$ cat src/sv/mbp_pkg.sv
`timescale 1ns / 1ps
package mbp_pkg;

  localparam int VALUE_BITS  = 32;
  localparam int BYTE_BITS   = 8;
  localparam int ACC_BITS    = VALUE_BITS + BYTE_BITS;
  localparam int QUEUE_DEPTH = 4;
  localparam int QPTR_BITS   = $clog2(QUEUE_DEPTH);

  typedef enum logic [1:0] {
    KIND_WRITE = 2'd0,
    KIND_ALIGN = 2'd1,
    KIND_CLEAR = 2'd2
  } kind_t;

  // up to four finished bytes, first one in the top byte
  typedef struct packed {
    logic [VALUE_BITS-1:0] bytes;
    logic [2:0]            cnt;
  } job_t;

  typedef struct packed {
    logic valid;
    job_t job;
  } job_req_t;

endpackage

$ cat src/sv/mbp_if.sv
`timescale 1ns / 1ps
interface mbp_in_if;
  logic        valid;
  logic        ready;
  logic [1:0]  kind;
  logic [31:0] field_value;
  logic [5:0]  field_width;

  modport source (output valid, kind, field_value, field_width, input ready);
  modport sink (input valid, kind, field_value, field_width, output ready);
endinterface

interface mbp_out_if;
  logic       valid;
  logic       ready;
  logic [7:0] out_byte;
  logic       last_of_run;

  modport source (output valid, out_byte, last_of_run, input ready);
  modport sink (input valid, out_byte, last_of_run, output ready);
endinterface

$ cat src/sv/mbp_front.sv
`timescale 1ns / 1ps
module mbp_front
  import mbp_pkg::*;
#(
  parameter int MAX_FIELD_BITS = 32
) (
  input  logic                  clk,
  input  logic                  rst_n,
  input  logic                  in_valid,
  output logic                  in_ready,
  input  logic [1:0]            in_kind,
  input  logic [VALUE_BITS-1:0] in_field_value,
  input  logic [5:0]            in_field_width,
  input  logic                  q_full,
  output job_req_t              push
);

  localparam int          LIM_I = (MAX_FIELD_BITS < VALUE_BITS) ? MAX_FIELD_BITS : VALUE_BITS;
  localparam logic [5:0]  LIM   = 6'(LIM_I);

  logic [BYTE_BITS-1:0] partial_r, partial_nxt;
  logic [2:0]           fill_r, fill_nxt;

  logic                  accept;
  logic [5:0]            w;
  logic [VALUE_BITS-1:0] v_m;
  logic [5:0]            total;
  logic [5:0]            sh;
  logic [ACC_BITS-1:0]   acc;
  logic [ACC_BITS-1:0]   rest;
  logic [2:0]            nb;

  assign in_ready = !q_full;
  assign accept   = in_valid && in_ready;

  always_comb begin
    w     = (in_field_width > LIM) ? LIM : in_field_width;
    v_m   = (w == 6'(VALUE_BITS)) ? in_field_value
                                  : (in_field_value & ((32'd1 << w) - 32'd1));
    total = 6'(fill_r) + w;
    // place the new field right below the bits already held
    sh    = 6'(ACC_BITS) - total;
    acc   = {partial_r, {VALUE_BITS{1'b0}}} | (ACC_BITS'(v_m) << sh);
    nb    = total[5:3];
    rest  = acc << {nb, 3'b000};
  end

  always_comb begin
    partial_nxt    = partial_r;
    fill_nxt       = fill_r;
    push.valid     = 1'b0;
    push.job.bytes = acc[ACC_BITS-1:BYTE_BITS];
    push.job.cnt   = nb;
    if (accept) begin
      case (in_kind)
        KIND_WRITE: begin
          partial_nxt = rest[ACC_BITS-1:VALUE_BITS];
          fill_nxt    = total[2:0];
          push.valid  = (nb != 3'd0);
        end
        KIND_ALIGN: begin
          partial_nxt    = '0;
          fill_nxt       = '0;
          push.valid     = (fill_r != 3'd0);
          push.job.bytes = {partial_r, {(VALUE_BITS-BYTE_BITS){1'b0}}};
          push.job.cnt   = 3'd1;
        end
        KIND_CLEAR: begin
          partial_nxt = '0;
          fill_nxt    = '0;
        end
        default: begin
        end
      endcase
    end
  end

  always_ff @(posedge clk) begin
    if (!rst_n) begin
      partial_r <= '0;
      fill_r    <= '0;
    end else begin
      partial_r <= partial_nxt;
      fill_r    <= fill_nxt;
    end
  end

endmodule

$ cat src/sv/mbp_queue.sv
`timescale 1ns / 1ps
module mbp_queue
  import mbp_pkg::*;
(
  input  logic     clk,
  input  logic     rst_n,
  input  job_req_t push,
  output logic     full,
  output job_req_t head,
  input  logic     pop
);

  job_t                 slots_r [QUEUE_DEPTH];
  logic [QPTR_BITS-1:0] wr_r, wr_nxt;
  logic [QPTR_BITS-1:0] rd_r, rd_nxt;
  logic [QPTR_BITS:0]   cnt_r, cnt_nxt;
  logic                 do_push, do_pop;

  assign full       = (cnt_r == (QPTR_BITS+1)'(QUEUE_DEPTH));
  assign head.valid = (cnt_r != '0);
  assign head.job   = slots_r[rd_r];

  assign do_push = push.valid && !full;
  assign do_pop  = pop && head.valid;

  always_comb begin
    wr_nxt  = do_push ? wr_r + 1'b1 : wr_r;
    rd_nxt  = do_pop ? rd_r + 1'b1 : rd_r;
    cnt_nxt = cnt_r;
    if (do_push && !do_pop) begin
      cnt_nxt = cnt_r + 1'b1;
    end else if (do_pop && !do_push) begin
      cnt_nxt = cnt_r - 1'b1;
    end
  end

  always_ff @(posedge clk) begin
    if (do_push) begin
      slots_r[wr_r] <= push.job;
    end
  end

  always_ff @(posedge clk) begin
    if (!rst_n) begin
      wr_r  <= '0;
      rd_r  <= '0;
      cnt_r <= '0;
    end else begin
      wr_r  <= wr_nxt;
      rd_r  <= rd_nxt;
      cnt_r <= cnt_nxt;
    end
  end

endmodule

$ cat src/sv/mbp_back.sv
`timescale 1ns / 1ps
module mbp_back
  import mbp_pkg::*;
(
  input  logic                 clk,
  input  logic                 rst_n,
  input  job_req_t             head,
  output logic                 pop,
  output logic                 out_valid,
  input  logic                 out_ready,
  output logic [BYTE_BITS-1:0] out_byte,
  output logic                 out_last
);

  logic [VALUE_BITS-1:0] cur_r, cur_nxt;
  logic [1:0]            rem_r, rem_nxt;
  logic                  valid_r, valid_nxt;
  logic [BYTE_BITS-1:0]  byte_r, byte_nxt;
  logic                  last_r, last_nxt;
  logic                  slot_free;

  assign slot_free = !valid_r || out_ready;
  assign out_valid = valid_r;
  assign out_byte  = byte_r;
  assign out_last  = last_r;

  always_comb begin
    cur_nxt   = cur_r;
    rem_nxt   = rem_r;
    valid_nxt = valid_r;
    byte_nxt  = byte_r;
    last_nxt  = last_r;
    pop       = 1'b0;
    if (slot_free) begin
      if (rem_r != 2'd0) begin
        // rest of the current job first
        byte_nxt  = cur_r[VALUE_BITS-1 -: BYTE_BITS];
        cur_nxt   = cur_r << BYTE_BITS;
        rem_nxt   = rem_r - 2'd1;
        last_nxt  = (rem_r == 2'd1);
        valid_nxt = 1'b1;
      end else if (head.valid) begin
        pop       = 1'b1;
        byte_nxt  = head.job.bytes[VALUE_BITS-1 -: BYTE_BITS];
        cur_nxt   = head.job.bytes << BYTE_BITS;
        rem_nxt   = 2'(head.job.cnt - 3'd1);
        last_nxt  = (head.job.cnt == 3'd1);
        valid_nxt = 1'b1;
      end else begin
        valid_nxt = 1'b0;
      end
    end
  end

  always_ff @(posedge clk) begin
    cur_r  <= cur_nxt;
    byte_r <= byte_nxt;
    last_r <= last_nxt;
  end

  always_ff @(posedge clk) begin
    if (!rst_n) begin
      rem_r   <= '0;
      valid_r <= 1'b0;
    end else begin
      rem_r   <= rem_nxt;
      valid_r <= valid_nxt;
    end
  end

endmodule

$ cat src/sv/msb_first_bit_packer.sv
`timescale 1ns / 1ps
// channel  | dir | handshake     | payload
// in_ch    | in  | valid / ready | kind[1:0], field_value[31:0], field_width[5:0]
// out_ch   | out | valid / ready | out_byte[7:0], last_of_run
//
// the back end sends one byte per cycle while out_ch.ready is high, and a
// write completes up to four bytes
// a four-entry job queue sits between the bit merger and the byte sender
// reset is synchronous and empties the partial byte, queue and output register
// in_ch.ready drops only while the job queue is full
module msb_first_bit_packer
  import mbp_pkg::*;
#(
  parameter int MAX_FIELD_BITS = 32
) (
  input  logic             clk,
  input  logic             rst_n,
  mbp_in_if.sink           in_ch,
  mbp_out_if.source        out_ch
);

  job_req_t push;
  job_req_t head;
  logic     q_full;
  logic     pop;

  mbp_front #(
    .MAX_FIELD_BITS(MAX_FIELD_BITS)
  ) u_front (
    .clk           (clk),
    .rst_n         (rst_n),
    .in_valid      (in_ch.valid),
    .in_ready      (in_ch.ready),
    .in_kind       (in_ch.kind),
    .in_field_value(in_ch.field_value),
    .in_field_width(in_ch.field_width),
    .q_full        (q_full),
    .push          (push)
  );

  mbp_queue u_queue (
    .clk  (clk),
    .rst_n(rst_n),
    .push (push),
    .full (q_full),
    .head (head),
    .pop  (pop)
  );

  mbp_back u_back (
    .clk      (clk),
    .rst_n    (rst_n),
    .head     (head),
    .pop      (pop),
    .out_valid(out_ch.valid),
    .out_ready(out_ch.ready),
    .out_byte (out_ch.out_byte),
    .out_last (out_ch.last_of_run)
  );

endmodule

$ cat src/flat_wrapper.sv
// flat-port wrapper written by rule: the top's interface ports become plain ports
module msb_first_bit_packer_flat import mbp_pkg::*;
#(
  parameter int MAX_FIELD_BITS = 32
)
  (clk, rst_n, in_ch_valid, in_ch_kind, in_ch_field_value, in_ch_field_width, in_ch_ready, out_ch_valid, out_ch_out_byte, out_ch_last_of_run, out_ch_ready);
  mbp_in_if in_ch_i ();
  mbp_out_if out_ch_i ();
  input  logic clk;
  input  logic rst_n;
  input wire logic [$bits(in_ch_i.valid)-1:0] in_ch_valid;
  input wire logic [$bits(in_ch_i.kind)-1:0] in_ch_kind;
  input wire logic [$bits(in_ch_i.field_value)-1:0] in_ch_field_value;
  input wire logic [$bits(in_ch_i.field_width)-1:0] in_ch_field_width;
  output wire logic [$bits(in_ch_i.ready)-1:0] in_ch_ready;
  output wire logic [$bits(out_ch_i.valid)-1:0] out_ch_valid;
  output wire logic [$bits(out_ch_i.out_byte)-1:0] out_ch_out_byte;
  output wire logic [$bits(out_ch_i.last_of_run)-1:0] out_ch_last_of_run;
  input wire logic [$bits(out_ch_i.ready)-1:0] out_ch_ready;
  assign in_ch_i.valid = in_ch_valid;
  assign in_ch_i.kind = in_ch_kind;
  assign in_ch_i.field_value = in_ch_field_value;
  assign in_ch_i.field_width = in_ch_field_width;
  assign in_ch_ready = in_ch_i.ready;
  assign out_ch_valid = out_ch_i.valid;
  assign out_ch_out_byte = out_ch_i.out_byte;
  assign out_ch_last_of_run = out_ch_i.last_of_run;
  assign out_ch_i.ready = out_ch_ready;
  msb_first_bit_packer #(.MAX_FIELD_BITS(MAX_FIELD_BITS)) u_core (.clk(clk), .rst_n(rst_n), .in_ch(in_ch_i), .out_ch(out_ch_i));
endmodule
$ cat config.mk
export PLATFORM = sky130hd
export DESIGN_NAME = msb_first_bit_packer_flat
export DESIGN_NICKNAME = d
export VERILOG_FILES = /design/src/sv/mbp_pkg.sv /design/src/sv/mbp_if.sv /design/src/sv/mbp_front.sv /design/src/sv/mbp_queue.sv /design/src/sv/mbp_back.sv /design/src/sv/msb_first_bit_packer.sv /design/src/flat_wrapper.sv
export SDC_FILE = /design/constraint.sdc
export NUM_CORES = 1
export LEC_CHECK = 0
export ABC_AREA = 1
export BUFFER_PORTS_ARGS = -buffer_cell sky130_fd_sc_hd__buf_2
export CORE_MARGIN = 5
export CORE_UTILIZATION = 67
export CTS_BUF_LIST = sky130_fd_sc_hd__clkbuf_8
export DETAILED_ROUTE_END_ITERATION = 8
export HOLD_SLACK_MARGIN = 0.1
export PLACE_DENSITY = 0.92
export REMOVE_ABC_BUFFERS = 1
export SLEW_MARGIN = 10
export SYNTH_ARGS = -nofsm -noshare
export SYNTH_HDL_FRONTEND = slang
export SYNTH_SLANG_ARGS = --single-unit
$ cat constraint.sdc
create_clock -name clk -period 11.5 [get_ports clk]
set_input_delay 1.15 -clock clk [delete_from_list [all_inputs] [get_ports clk]]
set_output_delay 1.15 -clock clk [all_outputs]
set_load 0.005 [all_outputs]
# Word level (Yosys, flattened, before mapping)
# Memories as Yosys holds them, arrays and structs flattened. A register that Yosys moved wholly into a read port is not among the register bits.
# Index checks and enable logic that the tools add are counted.
word_totals:
  latchBits: 0
  ram_bits: 140
  register_bits: 54
  mem_bits_ro: 0
  out_inout_bits: 11
  memories: 1
memory_table:
  columns: ["name", "words", "word_bits", "read_ports", "rd_ports_with_merged_regs", "write_ports", "line", "source"]
  rows:
  - ["u_core.u_queue.slots_r", 4, 35, 1, 1, 1, "mbp_queue.sv:13", "job_t slots_r [QUEUE_DEPTH];"]
op_classes:
  multipliers: 0
  add_sub_neg: 9
  div_mod_pow: 0
  n_lt_le_gt_ge: 1
  eq_ne: 6
  bitwise: 2
  shift: 3
  muxes: 25
  reduce_logical: 21
ops:
  columns: ["op", "n"]
  rows:
  - ["$mux W32", 3]
  - ["$or A40 B40 Y40", 1]
  - ["$shl A32 B6 Y40", 1]
  - ["$shl A40 B6 Y40", 1]
  - ["$mux W36", 1]
  - ["$mux W35", 1]
  - ["$and A32 B32 Y32", 1]
  - ["$shl A1 B6 Y32 const A", 1]
  - ["$sub A32 B1 Y32 const B", 1]
  - ["$mux W8", 2]
  - ["$pmux W8 S2", 1]
  - ["$reduce_bool A3 Y1", 3]
  - ["$mux W1", 8]
  - ["$mux W2", 4]
  - ["$reduce_bool A2 Y1", 4]
  - ["$add A3 B6 Y6", 1]
  - ["$eq A6 B6 Y1 const B", 1]
  - ["$gt A6 B6 Y1 const B", 1]
  - ["$mux W3", 2]
  - ["$mux W6", 1]
  - ["$pmux W3 S2", 1]
  - ["$sub A6 B6 Y6 const A", 1]
  - ["$logic_and A1 B1 Y1", 5]
  - ["$add A2 B1 Y2 const B", 2]
  - ["other kinds (13)", 19]

# Logic depth before layout (Yosys ltp)
logic_depth:
  depth_word: 15
  mapped_depth: 28

# By module
# Synthesis repeated with hierarchy kept, for this count alone.
hier_totals:
  cells_unflattened: 1504
  area_unflattened_um2: 11923.9
modules_own_cells:
  columns: ["module", "seq_area_each_um2", "cells_per_inst", "area_each_um2", "instances"]
  rows:
  - ["mbp_queue", 4384.2, 407, 5665.4, 1]
  - ["mbp_front", 220.2, 938, 4690.7, 1]
  - ["mbp_back", 1051.0, 159, 1567.8, 1]

# Worst setup path before layout
# Ideal clock, no wire load.
synth_timing:
  path_type: "input -> register"
  start: "in in_ch_field_width[4]"
  end: "mem u_core.u_queue.slots_r[0][0] in the netlist's numbering (enable)"
  slack_ns: 6.472
  arrival_time_ns: 4.601
  n_path_buf: 1
  path_stages: 15
  cell_sequence: "clkbuf_1 -> nor2_1 -> nand3_1 -> a21boi_0 -> ha_1 -> inv_1 -> fa_1 -> nor2_1 -> o21ai_1 -> o21a_1 -> nand2_1 -> o2111ai_1 -> nand2_1 -> inv_1 -> nor2_1"
synth_between:
  elab_chain_cells: 9
synth_lines:
  columns: ["element", "line", "source"]
  rows:
  - ["start: declaration", "flat_wrapper.sv:14", "input wire logic [$bits(in_ch_i.field_width)-1:0] in_ch_field_width;"]
  - ["$gt A6 B6 Y1", "mbp_front.sv:37", "w = (in_field_width > LIM) ? LIM : in_field_width;"]
  - ["$mux W6 (*)", "mbp_front.sv:37", null]
  - ["$add A3 B6 Y6 (*)", "mbp_front.sv:40", "total = 6'(fill_r) + w;"]
  - ["$reduce_bool A3 Y1 (*)", "mbp_front.sv:59", "push.valid = (nb != 3'd0);"]
  - ["$pmux W1 S2 (*)", "mbp_front.sv:55", "case (in_kind)"]
  - ["$mux W36 (*)", "mbp_front.sv:54", "if (accept) begin"]
  - ["$logic_and A1 B1 Y1 (*)", "mbp_queue.sv:23", "assign do_push = push.valid && !full;"]
  - ["via u_core.u_queue.do_push", "mbp_queue.sv:17", "logic do_push, do_pop;"]
  - ["$mux W1 (*)", "mbp_queue.sv:38", "if (do_push) begin"]
  - ["$mux W1 (implied by the code) (*)", "mbp_queue.sv:39", "slots_r[wr_r] <= push.job;"]
  - ["end: declaration", "mbp_queue.sv:13", null]
# Mark *: on every way through the listed nets, which the timed path passes. The rest lies on a longest branch.

# Worst setup path in the final report
layout_timing:
  start: "in in_ch_field_width[2]"
  end: "reg u_core.u_front.partial_r[3]"
layout_between:
  elab_chain_cells: 10
layout_lines:
  columns: ["element", "line", "source"]
  rows:
  - ["$gt A6 B6 Y1", "mbp_front.sv:37", null]
  - ["$mux W6 (*)", "mbp_front.sv:37", null]
  - ["$shl A1 B6 Y32", "mbp_front.sv:39", ": (in_field_value & ((32'd1 << w) - 32'd1));"]
  - ["$sub A32 B1 Y32", "mbp_front.sv:39", null]
  - ["$and A32 B32 Y32", "mbp_front.sv:39", null]
  - ["$mux W32", "mbp_front.sv:38", "v_m = (w == 6'(VALUE_BITS)) ? in_field_value"]
  - ["$shl A32 B6 Y40", "mbp_front.sv:43", "acc = {partial_r, {VALUE_BITS{1'b0}}} | (ACC_BITS'(v_m) << sh);"]
  - ["$or A40 B40 Y40", "mbp_front.sv:43", null]
  - ["$shl A40 B6 Y40 (*)", "mbp_front.sv:45", "rest = acc << {nb, 3'b000};"]
  - ["$pmux W8 S2 (*)", "mbp_front.sv:55", null]
  - ["end signal: assignment", "mbp_front.sv:83", "partial_r <= partial_nxt;"]
  - ["end: declaration", "mbp_front.sv:21", "logic [BYTE_BITS-1:0] partial_r, partial_nxt;"]
# Every way passes the cells marked *; elsewhere a longest branch is shown, timed or not.
# A chain may end at the register's enable or synchronous reset.

==> flow_summary.yaml <==
run_status:
  status: "finished with violations"
  violations: "DRC"
finish:
  nFillCells: 1408
  register_area_mm2: 0.00566
  fin_area_mm2: 0.0128
  multi_input_area_mm2: 0.00565
  finalNetCount: 1614
  n_antenna_cell: 0
  synthToLayoutAreaGrowth_pct: 6.58
  drive_gt1_frac: 0.110
power:
  leakagePower_nw: 5.41
  vdd.ir_drop.worst_mv: 0.214
  power_density_mw_per_mm2: 198
synthesis:
  ys_top_cells_by_area: "edfxtp_1 43%, nand2_1 11%, nand3_1 9.2%"
  avgSynthCellArea_um2: 7.76
  ys_ff_latch: 196
  yosysSeqAreaShare: 0.472
  synth_top_cell_area_share: 0.433
  synthesis.area_mm2: 0.0120
  ys_types: 49
  synth-main-ff-cell: "edfxtp_1"
  ys_warn_count: 0
  async_flop_share: 0
  yosysTopAreaCell: "edfxtp_1"
  synth.most_common_cell: "nand2_1"
  syn_inst: 1545
  synth_edf_count: 173
  synth_common_cells: "343 x nand2_1, 261 x nor2_1, 220 x nand3_1"
drt:
  first_iter_violations: 1790
  wirelength_um: 35500
  ant_nets: 0
  wl_per_cell_um: 19.7
  drt_pass1_iterations: 9
  vias: 11300
  drc_errors: 15
  via_per_inst: 6.31
cts:
  cts_buffers: 17
  clockRootBuffer: "clkbuf_8"
  path_clk_slew_ns: 0.10
  htreeDepth: 4
  hold_buffers: 0
  cts.sinks: 196
  cts-resized-gates: 0
  clk_latency_ns: 0.47
  cts_setup_buffers: 0
  cts_max_path_buffers: 2
  cts_tree: "done"
placement:
  dpl.hpwl_um: 24800
  place_area_mm2: 0.0124
  gp_congestion: 1.11
  port_buffers: 54
worst_setup_path:
  crit_path_end_kind: "flop"
  r2r_slack_ns: 5.85
  critPathKind: "in2reg"
  path_max_fanout: 37
  critical_path_arrival_ns: 7.04
  critPathLaunchType: "primary input"
  timing.critical_path.from: "in_ch_field_width[2]"
  crit_required_ns: 11.89
  rr_startpoint: "u_core.u_front.fill_r[0]"
floorplan:
  dieArea_mm2: 0.0207
  core_mm2: 0.0178
  fp.dieW_um: 144
  initial_utilization: 0.674
  rows: 49
  chipHeight_um: 144
  ios: 55
global_route:
  grt_overflow: 0
  grt_antenna_before_repair: 0
  grt_max_degree: 67
  grt_pass1_wl_um: 56000
  grt.total_usage: 0.350
  grt_pass1_vias: 10700
min_path:
  min_path_type: "reg2reg"
  min-delay-start: "u_core.u_queue.rd_r[1]"
sta:
  maxSlewHeadroom: 0.317
  finalHoldViolations: 0
  setup_viol: 0
  rsz0062_at_grt: "no"
  post-route-period-util: 0.578
  fin_setup_tns_ns: 0
  finalClockSkew_ns: 0.0199
  max_freq_mhz: 150
  slew_violations: 0
  fin_crit_ns: 6.65
  tightest_slew_ns: 1.02
flow_run:
  maxCapViolCount: 0
==> layout by cell type (no fill, tap or decap), types with 9 or more instances in the layout <==
cell | Yosys | routed
o21ai_0 | 84 | 84
inv_2 | 10 | 10
nor2_4 | 8 | 13
nand3_1 | 220 | 220
o21ai_1 | 9 | 9
nor2_2 | 11 | 12
buf_4 | 1 | 18
clkbuf_8 | 0 | 17
a21oi_1 | 77 | 77
inv_1 | 76 | 77
edfxtp_1 | 173 | 173
ha_1 | 14 | 14
dfxtp_1 | 23 | 22
nand2_2 | 11 | 11
buf_2 | 16 | 54
a31oi_1 | 24 | 24
nor2_1 | 261 | 255
nand2_1 | 343 | 343
nand4_1 | 48 | 48
==> area by class of cell <==
type,count,share of cell area
Inverter,95,0.0281
Clock inverter,15,0.0143
Clock buffer,17,0.0183
Multi-Input combinational cell,1172,0.442
Sequential cell,196,0.443
Timing Repair Buffer,72,0.0317
Tap cell,229,0.0224
==> report_power, final <==
group / leakage [nW] / switching, mW / internal (mW)
Combinational: 3.40 / 0.758 / 0.299
Clock: 0.215 / 0.267 / 0.186
Sequential: 1.80 / 0.0504 / 0.969
==> layer usage <==
layer / GRT usage / share of wire / up-vias / wire length (um)
met5: 0 / 0 / - / 0
met4: 0.132 / 0.035 / 0 / 1250
met3: 0.0549 / 0.10 / 117 / 3620
met2: 0.561 / 0.47 / 770 / 16700
met1: 0.484 / 0.39 / 5143 / 13900
li1: - / - / 5309 / -
==> worst max-delay path, cell delays in order <==
cell      delay [ns]
buf_2           0.25
inv_2           0.18
nand3_1         0.12
a21boi_0        0.12
ha_1            0.32
buf_4           0.32
clkinv_1        0.77
ha_1            0.54
or2_2           0.29
nand2_1         0.06
buf_4           0.32
clkinv_1        0.90
nor2_1          0.55
inv_1           0.23
nor2_1          0.18
inv_1           0.07
o21ai_0         0.21
inv_1           0.08
nand3_1         0.09
nand2_1         0.05
nand2_1         0.05
nand2_1         0.06
a21oi_1         0.11
==> metrics by stage <==
step | hold WS [ns] | std cells | util | power [mW] | setup slack [ns]
3_5_place_dp | 0.470 | 1764 | 0.695 | 2.06 | 4.53
3_3_place_gp | 0.446 | 1764 | 0.695 | 2.01 | 4.76
4_1_cts | 0.488 | 1796 | 0.718 | 2.51 | 5.05
6_report | 0.489 | 1796 | 0.718 | 2.53 | 4.85
2_1_floorplan | 0.436 | 1463 | - | 1.71 | 5.14
5_1_grt | 0.512 | 1796 | 0.718 | 2.69 | 4.42
==> flip-flops by register name, indices dropped and copies added, names as in the netlist, named ones only <==
signal,count
u_core.u_queue.rd_r,2
u_core.u_back.cur_r,24
u_core.u_front.partial_r,8
u_core.u_queue.wr_r,2
u_core.u_queue.slots_r,140
u_core.u_back.out_last,1
u_core.u_back.rem_r,2
u_core.u_back.out_byte,8
u_core.u_back.out_valid,1
u_core.u_front.fill_r,3
u_core.u_queue.cnt_r,3
==> worst paths after layout <==
check             cells past startpoint                           to
setup reg to reg                     19  u_core.u_front.partial_r[3]
hold / removal                        2       u_core.u_queue.rd_r[1]
setup / recovery                     23  u_core.u_front.partial_r[3]
hold reg to reg                       2       u_core.u_queue.rd_r[1]
==> cells by family (layout without fill, tap and decap cells) <==
group	count (synthesis)	in the layout	share of synthesized area
XOR/XNOR	2	2	0.00271
AND/OR/NAND/NOR	933	933	0.345
AO/OA/AOI/OAI	221	221	0.102
adder cells (fa/ha/maj)	16	16	0.0180
buffers and inverters	177	199	0.0601
flip-flops	196	196	0.472
No activity file was read; power rests on OpenSTA's default activity.
